File: config.mk
export PLATFORM = sky130hd
export DESIGN_NAME = v3n_div_cell
export DESIGN_NICKNAME = d
export VERILOG_FILES = /design/src/rtl/v3n_pkg.sv /design/src/rtl/v3n_div_cell.sv
export SDC_FILE = /design/constraint.sdc
export NUM_CORES = 1
export LEC_CHECK = 0
export BUFFER_PORTS_ARGS = -buffer_cell sky130_fd_sc_hd__buf_2
export CAP_MARGIN = 10
export CORE_AREA = 4 4 158 160
export CTS_BUF_LIST = sky130_fd_sc_hd__clkbuf_4
export DETAILED_ROUTE_END_ITERATION = 10
export DIE_AREA = 0 0 162 164
export GPL_TIMING_DRIVEN = 0
export PLACE_DENSITY = 0.7
export SETUP_SLACK_MARGIN = 0.15
export SYNTH_ARGS = -nofsm -noshare
export SYNTH_HDL_FRONTEND = slang
export SYNTH_SLANG_ARGS = --single-unit
File: constraint.sdc
create_clock -name clock -period 4.2 [get_ports clock]
set_input_delay 0.42 -clock clock [delete_from_list [all_inputs] [get_ports clock]]
set_output_delay 0.42 -clock clock [all_outputs]
set_load 0.02 [all_outputs]
File: src/rtl/v3n_pkg.sv
// ----------------------------------------------------------------------------
// v3n_pkg: shared types for the vector normaliser
// Word types for the request and response channels.
// ----------------------------------------------------------------------------
package v3n_pkg;

   localparam int InWidth      = 16;
   localparam int UnitFracBits = 14;
   localparam int UnitWidth    = UnitFracBits + 2;

   typedef struct packed {
      logic signed [InWidth-1:0] vec_x;
      logic signed [InWidth-1:0] vec_y;
      logic signed [InWidth-1:0] vec_z;
   } req_word_type;

   typedef struct packed {
      logic [InWidth-1:0]          magnitude;
      logic signed [UnitWidth-1:0] unit_x;
      logic signed [UnitWidth-1:0] unit_y;
      logic signed [UnitWidth-1:0] unit_z;
      logic                        zero_vector;
   } rsp_word_type;

endpackage

File: src/rtl/v3n_div_cell.sv
// ----------------------------------------------------------------------------
// v3n_div_cell: one restoring division step for the three components
// Each cell retires one quotient bit for x, y and z at once.
// ----------------------------------------------------------------------------
module v3n_div_cell
   import v3n_pkg::*;
#(
   parameter int DW = 34,
   parameter int QW = 17,
   parameter int STEP = 0
) (
   input  logic               clock,
   input  logic [DW-1:0]      den_i,
   input  logic [3*DW-1:0]    rem_i,
   input  logic [3*QW-1:0]    quo_i,
   input  logic [2:0]         neg_i,
   input  logic               zero_i,
   input  logic [InWidth-1:0] mag_i,
   input  logic               v_i,
   output logic [DW-1:0]      den_o,
   output logic [3*DW-1:0]    rem_o,
   output logic [3*QW-1:0]    quo_o,
   output logic [2:0]         neg_o,
   output logic               zero_o,
   output logic [InWidth-1:0] mag_o,
   output logic               v_o
);
   localparam int SH = QW - 1 - STEP;

   logic [3*DW-1:0] rem_in;
   logic [3*QW-1:0] quo_in;
   logic [DW+QW-1:0] sub;
   logic [DW+QW-1:0] dsh;

   // Compare each remainder against the shifted denominator.
   always_comb begin
      rem_in = rem_i;
      quo_in = quo_i;
      dsh    = (DW+QW)'(den_i) << SH;
      sub    = '0;
      for (int k = 0; k < 3; k++) begin
         sub = (DW+QW)'(rem_i[k*DW +: DW]);
         if (sub >= dsh) begin
            sub = sub - dsh;
            rem_in[k*DW +: DW]   = sub[DW-1:0];
            quo_in[k*QW + SH]    = 1'b1;
         end
      end
   end

   always_ff @(posedge clock) begin
      den_o  <= den_i;  rem_o <= rem_in;  quo_o <= quo_in;
      neg_o  <= neg_i;  zero_o <= zero_i; mag_o <= mag_i;
      v_o    <= v_i;
   end
endmodule

==> results.py, run 1 <==
metrics = {
    "timing": {
        "hold_viol": 0,
        "post-route-period-util_pct": 77.8,
        "whs_ns": 0.0669,
        "setup_viol": 0,
        "setup_ws_ns": 0.931,
        "fmax_mhz": 306,
        "period_needed_ns": 3.27,
        "slew_viol_final": 0,
        "relSlewSlack_pct": 38.1,
        "fin_setup_tns_ns": 0,
        "rsz0062_at_grt": "no",
        "worst-slew-pin-transition_ns": 0.917,
    },
    "worst_hold_path": {
        "holdPathStages": 3,
        "hold_class": "input pin to flip-flop",
        "min-delay-start": "rem_i[85]",
    },
    "grt": {
        "gr-usage-all-layers_pct": 23.2,
        "gr-total-overflow": 0,
        "antenna_found_initial": 1,
        "grt_max_degree": 16,
        "grt_pass1_wl_um": 47400,
        "first_global_vias": 8556,
    },
    "worst_setup_path": {
        "critPathMaxFanout": 10,
        "cp-end-kind": "flip-flop",
        "crit_arrival_ns": 3.80,
        "required_ns": 4.73,
        "path_class": "input pin to flip-flop",
        "cp_cell_sequence": "dlygate4sd3_1, buf_2, ha_1, fa_1, nor2b_1, o21ai_2, a211oi_1, nor3b_2, a21oi_1, o31a_1, buf_4, buf_6, mux2_2",
        "slowest_stage": "a211oi_1",
        "critPathMaxStageDelay_ns": 0.55,
        "crit_path_start": "den_i[0]",
        "critPathLaunchType": "input pin",
    },
    "die": {
        "die_h_um": 164,
        "start_util_pct": 32.9,
        "dieArea_um2": 26600,
        "die_w_um": 162,
        "rows": 56,
        "ios": 417,
        "core_um2": 23400,
    },
    "clock_tree": {
        "cts_inserted_buffers": 53,
        "cts_tree": "yes",
        "cts_hold_buf": 202,
        "clkTransAtPathRegs_ns": 0.07,
        "clockBufferDepth": 3,
        "root_buffer": "clkbuf_4",
        "cts_setup_buffers": 0,
        "cts.sinks": 208,
        "post_cts_resized": 0,
        "htreeDepth": 2,
    },
    "run_status": {
        "status": "complete, no violations",
    },
    "yosys": {
        "syn-num-nets": 961,
        "yosys.area.top_type_share_pct": 54.1,
        "ys_warn_count": 0,
        "syn_avg_cell_area_um2": 11.1,
        "synth_ff_type": "dfxtp_1",
        "synth.area.top_cells": "dfxtp_1 (54%), ha_1 (8.8%), mux2_2 (3.5%)",
        "synth_cell_types": 66,
        "yosys.area.top_type": "dfxtp_1",
        "synth_edf_count": 0,
        "ys_async_sr_fraction_pct": 0,
        "synth_most_common_cell": "dfxtp_1",
        "ys_seq_area_share_pct": 54.1,
        "ys_ff_latch": 208,
        "synth_area_um2": 7700,
        "synth_cells": 695,
        "synth_commonest_cells": "dfxtp_1 (208), ha_1 (54), o21ai_0 (50)",
    },
    "placement": {
        "routabilityCongestion": 0.895,
        "portBuffers": 416,
        "hpwl_um": 23300,
        "post-place-ws_ns": 0.765,
    },
    "drt": {
        "routedWlPerCell_um": 18.8,
        "routed-via-count": 8060,
        "totalWireLength_um": 32500,
        "first_pass_iters": 5,
        "drc": 0,
        "ant_nets": 0,
        "vias_per_cell": 4.66,
        "drt_iter0_drc": 339,
    },
    "cells_and_area": {
        "multiInputGateArea_um2": 3340,
        "final_nets": 1635,
        "area_delta_synth_final_pct": 67.5,
        "fill_cells": 1999,
        "final-seq-area_um2": 4160,
        "layout-drive-gt1-share_pct": 39.3,
        "postLayoutCoreUtil_pct": 55.1,
    },
    "pwr": {
        "power_density_nw_per_um2": 378,
        "cellLeakagePower_nw": 6.20,
        "ir_worst_vdd_v": 0.000239,
    },
    "flow_run": {
        "maxCapViolCount": 0,
    },
}
cells by family (layout without fill, tap and decap cells):
group	Yosys count	in the layout	share of synthesized area [%]
adders and majority gates	57	57	9.55
buffers and inverters	40	756	2.57
DFF	208	208	54.1
AOI/OAI and AO/OA	146	146	12.0
and+or+nand+nor	167	167	11.6
muxes	38	38	5.78
other	0	1	0
xor gates and xnor gates	39	39	4.43
state kept, by name, summed over array words and instances, names as in the netlist:
signal and flops:
den_o 34, mag_o 16, neg_o 3, quo_o 51, rem_o 102, v_o 1
zero_o 1
power breakdown:
| part | switching, mW | internal [mW] | total, mW |
|---|---|---|---|
| logic | 0.542 | 0.466 | 1.01 |
| registers | 0.0305 | 2.08 | 2.11 |
| clock network | 0.861 | 0.895 | 1.76 |
worst paths after layout:
kind / to / slack [ns]
setup / recovery: rem_o[28] / 0.93
hold / removal: rem_o[85] / 0.07
cell usage in the layout (no fill, tap or decap), types with 3 or more instances in the layout:
cell type and count:
nand3_1 13, inv_1 31, o21bai_1 4, o21a_1 9, clkinv_2 7, nor2_1 31, buf_2 416, mux2_4 7
nand2_1 42, dlygate4sd3_1 203, or2_2 4, nor3b_1 4, nor4_1 14, a21oi_1 33, mux2i_1 7, dfxtp_1 208
mux2_2 24, xor2_1 12, o31a_1 3, nor3_1 8, a211oi_1 8, a21o_1 7, ha_1 54, nor4b_1 4
nand3b_1 3, buf_4 4, or3_1 3, fa_1 3, nand2b_1 9, or4_1 3, o21ai_0 50, xnor2_1 27
o211ai_1 4, clkinv_1 12, clkbuf_4 75, nand4_1 4, a31oi_1 4, nor2b_1 9
per-stage QoR:
step,area [µm²],cells,total power [mW]
finish,12900,1731,4.87
global placement,10200,1430,2.97
floorplan,7700,695,2.66
detailed placement,10200,1430,2.99
global route,12900,1731,5.12
CTS,12900,1729,4.89
per-layer routing:
metal	GRT usage (%)	part of all wire [%]	vias up
met1	24.2	37	3756
met5	0	0	-
li1	-	-	3861
met2	44.0	52	356
met4	11.6	4.8	0
met3	5.04	6.4	87
worst max-delay path: cells and delay by family:
| kind | cells | cell delay [ns] |
|---|---|---|
| simple gates | 2 | 0.34 |
| mux | 1 | 0.35 |
| fa+ha+maj | 2 | 0.66 |
| buf+inv | 4 | 1.10 |
| compound gates | 4 | 0.93 |
final cells by class:
| cell class | instances | area share, % |
|---|---|---|
| Antenna cell | 1 | 0.0194 |
| Clock inverter | 22 | 0.950 |
| Sequential cell | 208 | 32.3 |
| Clock buffer | 75 | 4.36 |
| Inverter | 31 | 0.902 |
| Timing Repair Buffer | 619 | 31.9 |
| Tap cell | 319 | 3.09 |
| Buffer | 9 | 0.630 |
| Multi-Input combinational cell | 447 | 25.9 |
No activity file was read; power rests on OpenSTA's default activity.
==> run 2, diff against run 1 <==
--- a/config.mk
+++ b/config.mk
@@ -7,12 +7,12 @@
 export LEC_CHECK = 0
 export BUFFER_PORTS_ARGS = -buffer_cell sky130_fd_sc_hd__buf_2
 export CAP_MARGIN = 10
-export CORE_AREA = 4 4 158 160
+export CORE_AREA = 4 4 160 162
 export CTS_BUF_LIST = sky130_fd_sc_hd__clkbuf_4
 export DETAILED_ROUTE_END_ITERATION = 10
-export DIE_AREA = 0 0 162 164
+export DIE_AREA = 0 0 164 166
 export GPL_TIMING_DRIVEN = 0
-export PLACE_DENSITY = 0.7
+export PLACE_DENSITY = 0.68
 export SETUP_SLACK_MARGIN = 0.15
 export SYNTH_ARGS = -nofsm -noshare
 export SYNTH_HDL_FRONTEND = slang
==> constraint.sdc (replaced) <==
create_clock -name clock -period 3.15 [get_ports clock]
set_input_delay 0.315 -clock clock [delete_from_list [all_inputs] [get_ports clock]]
set_output_delay 0.315 -clock clock [all_outputs]
set_load 0.02 [all_outputs]
==> results.py, run 2 (synthesis gave the netlist of run 1 again) <==
metrics = {
    "die": {
        "ios": 417,
        "start_util_pct": 32.0,
        "rows": 57,
        "die_w_um": 164,
        "dieArea_um2": 27200,
        "core_um2": 24100,
        "die_h_um": 166,
    },
    "pwr": {
        "pwr-share-comb_pct": 20.7,
        "power_density_nw_per_um2": 503,
        "switching_share_pct": 29.5,
        "p_clk_share_pct": 36.3,
        "internal-power_mw": 4.60,
        "seqPwrFrac_pct": 43.0,
        "ir_worst_vdd_v": 0.000295,
        "switchingPower_mw": 1.93,
        "cellLeakagePower_nw": 6.22,
    },
    "cells_and_area": {
        "fin_cells": 1744,
        "largest-register": "rem_o",
        "reg.largest.list": "rem_o x102, quo_o x51, den_o x34",
        "final_cell_mix": "buf_2 (416), dfxtp_1 (208), dlygate4sd3_1 (208)",
        "area_delta_synth_final_pct": 68.7,
        "largest_reg_flops": 102,
        "final_common_cell": "buf_2",
        "final_nets": 1643,
        "layout-drive-gt1-share_pct": 38.9,
        "stdcell_area_um2": 13000,
        "fill_cells": 2063,
        "multiInputGateArea_um2": 3350,
        "final-seq-area_um2": 4160,
    },
    "run_status": {
        "status": "complete, no violations",
    },
    "placement": {
        "hpwl_um": 23100,
        "dp_cells": 1435,
        "place_area_um2": 10200,
        "routabilityCongestion": 0.876,
        "portBuffers": 416,
        "post-place-ws_ns": -0.207,
    },
    "timing": {
        "setup_viol": 0,
        "setup_ws_ns": 0.204,
        "slew_viol_final": 0,
        "hold_viol": 0,
        "rsz0062_at_grt": "yes",
        "post-route-period-util_pct": 93.5,
        "fmax_mhz": 339,
        "period_needed_ns": 2.95,
        "relSlewSlack_pct": 39.7,
        "worst-slew-pin-transition_ns": 0.892,
        "whs_ns": 0.115,
    },
    "clock_tree": {
        "cts_setup_buffers": 0,
        "cts_inserted_buffers": 56,
        "cts_tree": "yes",
        "cts.sinks": 208,
        "clockBufferDepth": 3,
        "htreeDepth": 2,
        "clkTransAtPathRegs_ns": 0.07,
        "root_buffer": "clkbuf_4",
    },
    "grt": {
        "gr-total-overflow": 0,
        "grt_max_degree": 18,
        "grt_pass1_wl_um": 47700,
        "gr-usage-all-layers_pct": 22.8,
        "antenna_found_initial": 8,
        "first_global_vias": 8809,
    },
    "worst_hold_path": {
        "hold_class": "input pin to flip-flop",
    },
    "worst_setup_path": {
        "path_class": "input pin to flip-flop",
        "slowest_stage": "o311ai_0",
        "critPathMaxFanout": 5,
        "cp_cell_sequence": "dlygate4sd3_1, buf_2, ha_1, o21ai_0, a21oi_1, o221ai_1, o311ai_0, a31oi_1, xnor2_1, mux2_2",
        "critPathLaunchType": "input pin",
        "critPathMaxStageDelay_ns": 0.82,
        "cp-end-kind": "flip-flop",
        "crit_arrival_ns": 3.49,
        "required_ns": 3.69,
    },
    "flow_run": {
        "maxCapViolCount": 0,
    },
    "drt": {
        "totalWireLength_um": 32600,
        "ant_nets": 0,
        "routedWlPerCell_um": 18.7,
        "first_pass_iters": 5,
        "routed-via-count": 8183,
        "drc": 0,
        "drt_iter0_drc": 342,
        "vias_per_cell": 4.69,
    },
}
run 2: changes by cell type in the layout (fill, tap and decap cells not counted), sizes merged:
cell and delta:
dlygate4sd3 +5, bufinv +1, clkinv +6, inv -2
clkbuf -6, diode +4
run 2: worst paths after layout:
kind,startpoint,to,depth (start not counted)
max,rem_i[18],rem_o[31],10
min,den_i[0],rem_o[84],3
run 2: power by group through the flow:
stage	clock network (mW)	logic [mW]	registers (mW)
6_report	2.37	1.35	2.81
5_1_grt	2.61	1.46	2.82
4_1_cts	2.44	1.33	2.80
3_5_place_dp	0	1.11	2.86
3_3_place_gp	0	1.10	2.86
2_1_floorplan	0	0.490	3.05
run 2: repair_timing:
action                                  CTS  global route
hold endpoints to repair                208             1
endpoints found under the setup margin    0            15
gates resized for setup                   0             5
hold buffers                            207             1
run 2: per-stage QoR:
stage / utilization, % / setup TNS [ns] / total power [mW]
final: 53.9 / 0 / 6.53
after global placement: 42.3 / -1.21 / 3.96
after global routing: 53.9 / 0 / 6.89
after detailed placement: 42.3 / -1.64 / 3.97
after CTS: 53.8 / 0 / 6.57
after floorplan: - / 0 / 3.54
run 2: final cells by class:
class / count / area share [%]
tap: 324 / 3.12
inverter: 31 / 0.896
sequential: 208 / 32.0
timing repair buffer: 624 / 32.0
clock inverter: 27 / 1.37
antenna: 5 / 0.0963
clock buffer: 69 / 3.99
multi-input combinational: 447 / 25.8
buffer: 9 / 0.626
run 2: routing by layer:
layer  global-route usage [%]  wire length [µm]  share of wire, %
met5                        0                20             0.061
met4                     13.1              1820               5.6
met3                     7.05              2660               8.1
met2                     41.1             16300                50
met1                     22.8             11800                36
run 2: critical path: cells and delay by family:
family | cells | cell delay [ns]
AOI/OAI and AO/OA | 5 | 1.70
muxes | 1 | 0.26
adders and majority gates | 1 | 0.36
xor gates and xnor gates | 1 | 0.16
buffers and inverters | 2 | 0.68
