--- src/rtl/v3n_pkg.sv ---
// ----------------------------------------------------------------------------
// v3n_pkg: shared types for the vector normaliser
// Word types for the request and response channels.
// ----------------------------------------------------------------------------
package v3n_pkg;

   localparam int InWidth      = 16;
   localparam int UnitFracBits = 14;
   localparam int UnitWidth    = UnitFracBits + 2;

   typedef struct packed {
      logic signed [InWidth-1:0] vec_x;
      logic signed [InWidth-1:0] vec_y;
      logic signed [InWidth-1:0] vec_z;
   } req_word_type;

   typedef struct packed {
      logic [InWidth-1:0]          magnitude;
      logic signed [UnitWidth-1:0] unit_x;
      logic signed [UnitWidth-1:0] unit_y;
      logic signed [UnitWidth-1:0] unit_z;
      logic                        zero_vector;
   } rsp_word_type;

endpackage

--- src/rtl/v3n_sqrt_cell.sv ---
// ----------------------------------------------------------------------------
// v3n_sqrt_cell: one step of the digit-by-digit square root
// Retires one result bit per cycle and passes the partial state onwards.
// ----------------------------------------------------------------------------
module v3n_sqrt_cell
   import v3n_pkg::*;
#(
   parameter int SW = 34,
   parameter int RW = 17,
   parameter int STEP = 0,
   parameter int AW = 16
) (
   input  logic           clock,
   input  logic [SW-1:0]  rem_i,
   input  logic [RW-1:0]  root_i,
   input  logic [AW-1:0]  ax_i, ay_i, az_i,
   input  logic           nx_i, ny_i, nz_i,
   input  logic           v_i,
   output logic [SW-1:0]  rem_o,
   output logic [RW-1:0]  root_o,
   output logic [AW-1:0]  ax_o, ay_o, az_o,
   output logic           nx_o, ny_o, nz_o,
   output logic           v_o
);
   localparam int BP = 2 * (RW - 1 - STEP);

   logic [SW+1:0] trial;
   logic [SW-1:0] rem_in;
   logic [RW-1:0] root_in;

   // Trial subtract of (2*root*2^k + 4^k) at this bit position.
   always_comb begin
      trial   = ({2'b0, rem_i}) - ((SW+2)'(root_i) << (BP/2 + 1))
                - ((SW+2)'(1) << BP);
      rem_in  = rem_i;
      root_in = root_i;
      if (!trial[SW+1]) begin
         rem_in  = trial[SW-1:0];
         root_in = root_i | (RW'(1) << (RW - 1 - STEP));
      end
   end

   always_ff @(posedge clock) begin
      rem_o  <= rem_in;
      root_o <= root_in;
      ax_o   <= ax_i;  ay_o <= ay_i;  az_o <= az_i;
      nx_o   <= nx_i;  ny_o <= ny_i;  nz_o <= nz_i;
      v_o    <= v_i;
   end
endmodule

--- config.mk ---
export PLATFORM = sky130hd
export DESIGN_NAME = v3n_sqrt_cell
export DESIGN_NICKNAME = d
export VERILOG_FILES = /design/src/rtl/v3n_pkg.sv /design/src/rtl/v3n_sqrt_cell.sv
export SDC_FILE = /design/constraint.sdc
export NUM_CORES = 1
export LEC_CHECK = 0
export ABC_AREA = 1
export BUFFER_PORTS_ARGS = -buffer_cell sky130_fd_sc_hd__buf_2
export CAP_MARGIN = 20
export CORE_ASPECT_RATIO = 0.75
export CORE_UTILIZATION = 38
export CTS_CLUSTER_SIZE = 30
export DETAILED_ROUTE_END_ITERATION = 12
export MAX_ROUTING_LAYER = met4
export PLACE_DENSITY = 0.75
export REMOVE_ABC_BUFFERS = 1
export SLEW_MARGIN = 10
export SYNTH_ARGS = -nofsm -noshare
export SYNTH_HDL_FRONTEND = slang
export SYNTH_SLANG_ARGS = --single-unit
export TNS_END_PERCENT = 100
--- constraint.sdc ---
create_clock -name clock -period 2 [get_ports clock]
set_input_delay 0.3 -clock clock [delete_from_list [all_inputs] [get_ports clock]]
set_output_delay 0.3 -clock clock [all_outputs]
set_load 0.01 [all_outputs]
==> results of run 1 <==
==> per-layer routing <==
layer	track usage [%]	share of wire, %
met5	-	0
met4	5.28	1.2
met3	6.06	7.6
met2	31.9	51
met1	20.1	40
==> cell families after synthesis <==
logic type | after synthesis
xor+xnor | 9
compound gates | 18
fa+ha+maj | 18
buf+inv | 55
simple gates | 169
flops | 103
==> final cells by class <==
cell class	instances	area (µm²)
clock inverters	6	103
clock buffers	10	229
flip-flops and latches	103	2060
repair buffers	222	1150
multi-input cells	214	1140
fillers	782	3590
inverters	52	195
well taps	108	135
==> metrics by stage <==
stage,util [%],instances
after floorplan,-,369
after global placement,54.4,699
after detailed placement,54.4,699
after CTS,58.3,715
after global routing,58.3,715
final,58.3,715
==> synth_stat cells, drive strengths merged <==
master	instances	area, µm²
nand2	116	468
or2	2	12.5
xnor2	1	8.76
fa	1	20.0
a21oi	13	65.1
buf	3	27.5
o21bai	2	15.0
dfxtp	103	2060
nor3	4	20.0
nand4	2	12.5
xor2	8	70.1
nand3b	2	15.0
o21ai	3	15.0
ha	17	213
nor2	14	52.6
and2	1	6.26
nand3	28	145
inv	52	195
==> worst max-delay path, cell delays in order <==
cell	delay, ns
buf_2	0.09
inv_1	0.04
ha_1	0.21
fa_1	0.39
inv_1	0.07
nand2_1	0.05
nand2_1	0.09
nand3_1	0.09
nand2_2	0.09
nand2_1	0.06
nand2_1	0.06
nand2_1	0.06
nand2_2	0.09
nand2_4	0.07
buf_4	0.17
nand3_1	0.07
nand2_1	0.06
==> power by group through the flow <==
| stage | Sequential [mW] | Combinational (mW) | Clock, mW |
|---|---|---|---|
| after floorplan | 2.39 | 0.366 | 0 |
| final | 2.25 | 0.859 | 1.87 |
| after global placement | 2.30 | 0.849 | 0 |
| after global routing | 2.26 | 0.960 | 2.03 |
| after CTS | 2.25 | 0.869 | 1.92 |
| after detailed placement | 2.29 | 0.866 | 0 |
==> state kept, by name (all words and copies together), names as in the netlist <==
register / cells
nx_o: 1
rem_o: 34
ny_o: 1
root_o: 17
nz_o: 1
az_o: 16
v_o: 1
ay_o: 16
ax_o: 16
==> path summary, 6_finish.rpt <==
| check | endpoint |
|---|---|
| max | rem_o[26] |
| min | rem_o[3] |
==> run metrics, run 1 <==
P_sw=1.27 mW; layout overhead on the synthesized area=46.5%; crit path capture type=register; Pleak=2.84 nW; core area=8600 µm²; CTS tree=built; Hold Fails Final Rpt=0; Final Power=4.98 mW; largest net degree at the start of global routing=19; most frequent cells in the layout=buf_2, nand2_1, dfxtp_1, inv_1, nand3_1; combinational share of power=17.3%; Sum Neg Setup Slack=0 ns; Synth Area in XOR/XNOR=2.30%; Hold Crit Depth=1; Via density=4.30; Int Pwr=3.71 mW; initial DRC count=181; Synth cell types=23; synthesized area=3420 µm²; chip width=112 µm; Inserted Clock Buffers=9; Min-Delay Path Class=input port to register; Synth Area in Adders=6.80%; status=finished with violations; crit path from=rem_i[17]; worst endpoint required time=2.23 ns; first-pass GRT wire length=13200 µm; total grt overflow=0; IO Port Bufs=206; Longest Clk Path Bufs=2; Clock Tree Root=clkbuf_16; Clock power frac=37.6%; Final Wtd Congestion=0.877; Compound-Gate Fraction of Synth Area=2.78%; initial antenna violation count=0; min-delay src=rem_i[3]; Final Setup Violations=0; post-place setup slack=-0.173 ns; Post-Place Cell Area=4680 µm²; RSZ-0062 raised after global routing=no; Critical Path AT=2.06 ns; Syn Inst Count=372; DIE AREA=9400 µm²; worst slew pin tran=0.246 ns; main combinational cell family by area after synthesis=simple AND/OR/NAND/NOR gates; routed len/inst=11.4 µm; slew margin rel.=83.6%; mux cell area share after synthesis=0%; WS Path Type=input port to register; commonest non-fill, non-tap cell in the layout=buf_2; Starting Density=39.8%; final wirelength=8130 µm; Tmin final=1.83 ns; Post-CTS Hold Buffers=0; Synth warnings=0; Synth Area in Simple Gates=21.4%; Power Dens Cells=993 nW/µm²; via count=3073; First-pass DRT Iterations=9; diode count=0; Seq cells post-synth=103; fin. max-slew vios=0; mean post-synth cell area=9.20 µm²; sequential fraction of the synthesis area=60.2%; Die Y=84.2 µm; Fmax=0.546 GHz; VDD IR max=0.462 mV; final worst slack=0.169 ns; maxcap violations=0; Core Rows=29; post-CTS sizing=0; number of global-route vias before repair=2966; failing checks=DRC; Reg clk slew, reported paths=0.07 ns; Routed Antenna Nets=0; fraction of layout cells with a size suffix above 1=40.7%; crit start category=input port; layout net count=724; Hold Slack=0.0598 ns; # Post-CTS Setup Buffers=0; part of the power in registers=45.2%; dpl hpwl=6620 µm; H-tree depth=3; design area=5010 µm²; count of clock tree sinks=103; fin crit share=91.5%; Sw Ratio=25.5%; # DRC=15; worst-path fanout max=9; total track usage=18.3%; number of I/O pins=207
Power figures use the tool's default switching activity.
==> run 2: changes to the inputs <==
--- a/config.mk
+++ b/config.mk
@@ -9,11 +9,12 @@
 export BUFFER_PORTS_ARGS = -buffer_cell sky130_fd_sc_hd__buf_2
 export CAP_MARGIN = 20
 export CORE_ASPECT_RATIO = 0.75
-export CORE_UTILIZATION = 38
+export CORE_UTILIZATION = 40
+export CTS_BUF_LIST = sky130_fd_sc_hd__clkbuf_4
 export CTS_CLUSTER_SIZE = 30
 export DETAILED_ROUTE_END_ITERATION = 12
 export MAX_ROUTING_LAYER = met4
-export PLACE_DENSITY = 0.75
+export PLACE_DENSITY = 0.78
 export REMOVE_ABC_BUFFERS = 1
 export SLEW_MARGIN = 10
 export SYNTH_ARGS = -nofsm -noshare
==> run 2 against run 1 <==
- the run now ends clean
- total power shrank 14%
- worst setup slack lost 0.13 ns
- wire length rose by 27%
- clock-buffer cell count is 1 lower
- first-iteration DRC count decreased by 5.0%
- clock power is 48% lower
- critical path depth decreased by 5
- die area fell by 4.9%
- design area increased by 15%
- flip-flop and latch count is the same
==> run metrics, run 2 (synthesis gave the netlist of run 1 again) <==
crit path from=root_i[15] (was rem_i[17]); number of I/O pins=207 (unchanged); crit path capture type=register (unchanged); Final Wtd Congestion=0.834 (was 0.877); Reg clk slew, reported paths=0.16 ns (was 0.07 ns); routed len/inst=12.9 µm (was 11.4 µm); H-tree depth=3 (unchanged); fin. max-slew vios=0 (unchanged); combinational share of power=24.9% (was 17.3%); fraction of layout cells with a size suffix above 1=36.7% (was 40.7%); layout net count=813 (was 724); Tmin final=1.96 ns (was 1.83 ns); P_sw=1.29 mW (was 1.27 mW); Core Rows=28 (was 29); Hold Fails Final Rpt=0 (unchanged); final core occ=71.2% (was 58.3%); CP max stage cell=dlygate4sd3_1 (was fa_1); initial DRC count=172 (was 181); chip width=109 µm (was 112 µm); DIE AREA=8940 µm² (was 9400 µm²); Critical Path Stages=12 (was 17); final wirelength=10300 µm (was 8130 µm); Sw Ratio=30.1% (was 25.5%); critical path cell sequence=dlygate4sd3_1, buf_2, inv_1, ha_4, buf_4, nand3_1, inv_1, a21oi_1, nand3_4, buf_4, nand3_1, nand2_1 (was buf_2, inv_1, ha_1, fa_1, inv_1, nand2_1, nand2_1, nand3_1, nand2_2, nand2_1, nand2_1, nand2_1, nand2_2, nand2_4, buf_4, nand3_1, nand2_1); Longest Clk Path Bufs=2 (unchanged); Via density=4.36 (was 4.30); layout overhead on the synthesized area=68.2% (was 46.5%); Largest stage delay, worst path=0.53 ns (was 0.39 ns); Worst Setup EP=rem_o[25] (was rem_o[26]); worst slew pin tran=0.251 ns (was 0.246 ns); VDD IR max=0.491 mV (was 0.462 mV); IO Port Bufs=206 (unchanged); Final Power=4.30 mW (was 4.98 mW); Min-Delay Path Class=input port to register (unchanged); Final Setup Violations=0 (unchanged); # Post-CTS Setup Buffers=0 (unchanged); most frequent cells in the layout=buf_2, nand2_1, dfxtp_1, dlygate4sd3_1, inv_1 (was buf_2, nand2_1, dfxtp_1, inv_1, nand3_1); Power Dens Cells=747 nW/µm² (was 993 nW/µm²); via count=3486 (was 3073); CTS tree=built (unchanged); Critical Path AT=2.32 ns (was 2.06 ns); First-pass DRT Iterations=4 (was 9); Routed Antenna Nets=0 (unchanged); dpl hpwl=6720 µm (was 6620 µm); Inserted Clock Buffers=9 (unchanged); Largest register FFs=34 (unchanged); WS Path Type=input port to register (unchanged); worst-path fanout max=6 (was 9); first-pass GRT wire length=14800 µm (was 13200 µm); diode count=0 (unchanged); RSZ-0062 raised after global routing=yes (was no); total track usage=22.5% (was 18.3%); top flop regs=rem_o (34), root_o (17) (unchanged); status=completed (was finished with violations); Int Pwr=3.01 mW (was 3.71 mW); crit-path leading delay family=buffers and inverters (was simple AND/OR/NAND/NOR gates); Pleak=3.13 nW (was 2.84 nW); Filler cells=629 (was 782); Clock power frac=22.7% (was 37.6%); crit start category=input port (unchanged); Biggest register=rem_o (unchanged); part of the power in registers=52.4% (was 45.2%); commonest non-fill, non-tap cell in the layout=buf_2 (unchanged); fin crit share=98.1% (was 91.5%); count of clock tree sinks=103 (unchanged); CP Buf/Inv Count=6 (was 4); largest net degree at the start of global routing=19 (unchanged); worst endpoint required time=2.36 ns (was 2.23 ns); initial antenna violation count=0 (unchanged); total grt overflow=0 (unchanged); Fmax=0.510 GHz (was 0.546 GHz); Sum Neg Setup Slack=0 ns (unchanged); number of global-route vias before repair=3343 (was 2966); Starting Density=42.3% (was 39.8%); Die Y=82.1 µm (was 84.2 µm); maxcap violations=0 (unchanged); core area=8090 µm² (was 8600 µm²); Hold Slack=0.0405 ns (was 0.0598 ns); Clock Tree Root=clkbuf_4 (was clkbuf_16); slew margin rel.=83.3% (was 83.6%); # DRC=0 (was 15)
## run 2: power by group through the flow
| stage | sequential, mW | combinational [mW] | clock [mW] |
|---|---|---|---|
| after floorplan | 2.39 | 0.366 | 0 |
| after global placement | 2.30 | 0.864 | 0 |
| after detailed placement | 2.29 | 0.883 | 0 |
| after CTS | 2.25 | 1.01 | 1.02 |
| after global routing | 2.27 | 1.18 | 1.11 |
| final | 2.25 | 1.07 | 0.976 |
## run 2: worst min path at each step
stage / startpoint / endpoint / slack [ns] / cells past startpoint
after detailed placement: ax_i[13] / ax_o[13] / 0.40 / 1
after CTS: rem_i[17] / rem_o[17] / 0.003 / 3
after global placement: az_i[5] / az_o[5] / 0.40 / 1
after global routing: rem_i[17] / rem_o[17] / 0.01 / 3
after floorplan: ax_i[0] / ax_o[0] / 0.33 / 0
final: rem_i[17] / rem_o[17] / 0.04 / 3
## run 2: through the flow
step	instance area, µm²	instances	setup WS [ns]
global placement	4710	698	-0.0778
finish	5760	800	0.0374
floorplan	3400	369	0.0272
global route	5760	800	-0.0280
CTS	5680	798	0.0500
detailed placement	4710	698	-0.172
## run 2: cell type report
type | count | area [µm²] | area share [%]
Clock buffer | 9 | 67.6 | 1.17
Clock inverter | 6 | 55.1 | 0.956
Inverter | 52 | 195 | 3.39
Multi-Input combinational cell | 215 | 1190 | 20.7
Sequential cell | 103 | 2060 | 35.8
Tap cell | 105 | 131 | 2.28
Timing Repair Buffer | 310 | 2060 | 35.7
## run 2: timing repair
| item | in CTS | in global routing |
|---|---|---|
| setup endpoints to repair | 0 | 18 |
| resized for setup | 0 | 7 |
| endpoints found under the hold margin | 85 | 0 |
| hold buffers | 85 | 0 |
## run 2: metal layers
metal  global-route usage (%)  part of all wire (%)  vias up
met2                     41.7                    52      134
met5                        -                     0        -
li1                         -                     -     1784
met1                     23.2                    39     1545
met3                     5.10                   6.6       23
met4                     9.32                   2.1        0
==> run 3: changes to the inputs <==
--- a/config.mk
+++ b/config.mk
@@ -15,6 +15,7 @@
 export DETAILED_ROUTE_END_ITERATION = 12
 export MAX_ROUTING_LAYER = met4
 export PLACE_DENSITY = 0.78
+export RECOVER_POWER = 100
 export REMOVE_ABC_BUFFERS = 1
 export SLEW_MARGIN = 10
 export SYNTH_ARGS = -nofsm -noshare
==> run 3 against run 2 <==
- core utilization shrank 1.7 points
- total power shrank 0.94%
- via count is 0.23% lower
- wire length rose by 0.86%
- clock power about the same
- combinational power down 4%
- clock-buffer cell count unchanged
- flip-flop and latch count stayed put
- largest cell class unchanged
==> run metrics, run 3 (synthesis gave the netlist of run 1 again) <==
total track usage=22.5% (unchanged); Reg clk slew, reported paths=0.16 ns (about the same); Final Wtd Congestion=0.834 (unchanged); Post-Place Cell Area=4710 µm² (unchanged); post-place setup slack=-0.172 ns (unchanged); WL met2=5440 µm (was 5370 µm); Pleak=2.82 nW (was 3.13 nW); final core occ=69.5% (was 71.2%); VDD IR max=0.488 mV (was 0.491 mV); Sum Neg Setup Slack=0 ns (unchanged); status=completed (unchanged); maxcap violations=0 (unchanged); worst endpoint required time=2.37 ns (was 2.36 ns); final wirelength=10400 µm (was 10300 µm); Die Y=82.1 µm (unchanged); H-tree depth=3 (unchanged); crit path from=root_i[15] (unchanged); Starting Density=42.3% (unchanged); dpl hpwl=6720 µm (unchanged); # Post-CTS Setup Buffers=0 (unchanged); top flop regs=rem_o (34), root_o (17) (unchanged); slew margin rel.=83.3% (about the same); final worst slack=0.0426 ns (was 0.0374 ns); worst slew pin tran=0.251 ns (about the same); Hold Fails Final Rpt=0 (unchanged); Hold Crit Depth=3 (unchanged); # DRC=0 (unchanged); Longest Clk Path Bufs=2 (unchanged); Critical Path AT=2.32 ns (about the same); top sig layer=met4 (unchanged); first-pass GRT wire length=14800 µm (unchanged); diode count=0 (unchanged); Routed Antenna Nets=0 (unchanged); number of I/O pins=207 (unchanged); Hold Slack=0.0413 ns (was 0.0405 ns); Filler cells=689 (was 629); Multi-input gate area=1190 µm² (unchanged); layout overhead on the synthesized area=64.2% (was 68.2%); RSZ-0062 raised after global routing=yes (unchanged); initial antenna violation count=0 (unchanged); commonest non-fill, non-tap cell in the layout=clkbuf_1 (was buf_2); Via density=4.35 (was 4.36); Largest stage delay, worst path=0.53 ns (about the same); crit start category=input port (unchanged); Hold EP=rem_o[22] (was rem_o[17]); Final Setup Violations=0 (unchanged); WS Path Type=input port to register (unchanged); register area=2060 µm² (unchanged); Inserted Clock Buffers=9 (unchanged); CP max stage cell=dlygate4sd3_1 (unchanged); Core Rows=28 (unchanged); IO Port Bufs=206 (unchanged); number of global-route vias before repair=3343 (unchanged); worst-path fanout max=6 (unchanged); First-pass DRT Iterations=4 (unchanged); routed len/inst=13.0 µm (was 12.9 µm); initial DRC count=172 (unchanged); total grt overflow=0 (unchanged); fin crit share=97.9% (was 98.1%); Biggest register=rem_o (unchanged); chip width=109 µm (unchanged); Min-Delay Path Class=input port to register (unchanged); count of clock tree sinks=103 (unchanged); design area=5620 µm² (was 5760 µm²); Clock Tree Root=clkbuf_4 (unchanged); Tmin final=1.96 ns (about the same); largest net degree at the start of global routing=19 (unchanged); most frequent cells in the layout=clkbuf_1, nand2_1, dfxtp_1, buf_2, dlygate4sd3_1 (was buf_2, nand2_1, dfxtp_1, dlygate4sd3_1, inv_1); critical path cell sequence=dlygate4sd3_1, buf_2, inv_1, ha_4, buf_4, nand3_1, inv_1, a21oi_1, nand3_4, buf_4, nand3_1, nand2_1 (unchanged); DIE AREA=8940 µm² (unchanged); core area=8090 µm² (unchanged); layout net count=813 (unchanged); routed wl met3=686 µm (was 677 µm); fraction of layout cells with a size suffix above 1=20.9% (was 36.7%); min-delay src=rem_i[22] (was rem_i[17]); Fmax=0.511 GHz (was 0.510 GHz); Power Dens Cells=758 nW/µm² (was 747 nW/µm²); Largest register FFs=34 (unchanged); via count=3478 (was 3486); fin. max-slew vios=0 (unchanged); CTS tree=built (unchanged); crit path capture type=register (unchanged); Met1 Wirelength=4090 µm (was 4050 µm)
==> run 3: cell count changes in the layout (fill, tap and decap cells not counted) <==
cell / previous run / this run
clkbuf_1: 0 / 110
buf_2: 206 / 96
==> run 3: through the flow <==
| step | power [mW] | std cells |
|---|---|---|
| floorplan | 2.76 | 369 |
| global placement | 3.16 | 698 |
| detailed placement | 3.18 | 698 |
| CTS | 4.28 | 798 |
| global route | 4.51 | 800 |
| finish | 4.26 | 800 |
==> run 3: worst max-delay path by stage <==
stage                      to  depth (start not counted)
CTS                 rem_o[24]                         16
global placement    rem_o[31]                         16
detailed placement  rem_o[24]                         17
finish              rem_o[25]                         12
floorplan           rem_o[33]                         15
global route        rem_o[21]                         12
==> run 3: where the power goes <==
part | internal (mW) | switching (mW)
clock network | 0.271 | 0.705
logic | 0.476 | 0.550
registers | 2.22 | 0.0433
==> run 3: layer usage <==
layer,global-route usage [%],vias up
li1,-,1783
met1,23.2,1554
met2,41.7,124
met3,5.10,17
met4,9.32,0
met5,-,-
==> run 3: layout make-up <==
type	instances	share of cell area [%]
multi-input cells	215	21.2
inverters	52	3.47
repair buffers	310	34.2
well taps	105	2.34
clock buffers	9	1.20
clock inverters	6	0.979
flip-flops and latches	103	36.7
==> run 3: critical path: cells and delay by family <==
| family | cells | cell delay, ns |
|---|---|---|
| buffers and inverters | 6 | 1.14 |
| AND/OR/NAND/NOR | 4 | 0.43 |
| adder cells (fa/ha/maj) | 1 | 0.21 |
| AO/OA/AOI/OAI | 1 | 0.24 |
==> run 3: repair_timing <==
action / in CTS / in global routing
endpoints found under the setup margin: 0 / 18
gates resized for setup: 0 / 7
hold endpoints to repair: 85 / 0
hold buffers: 85 / 0
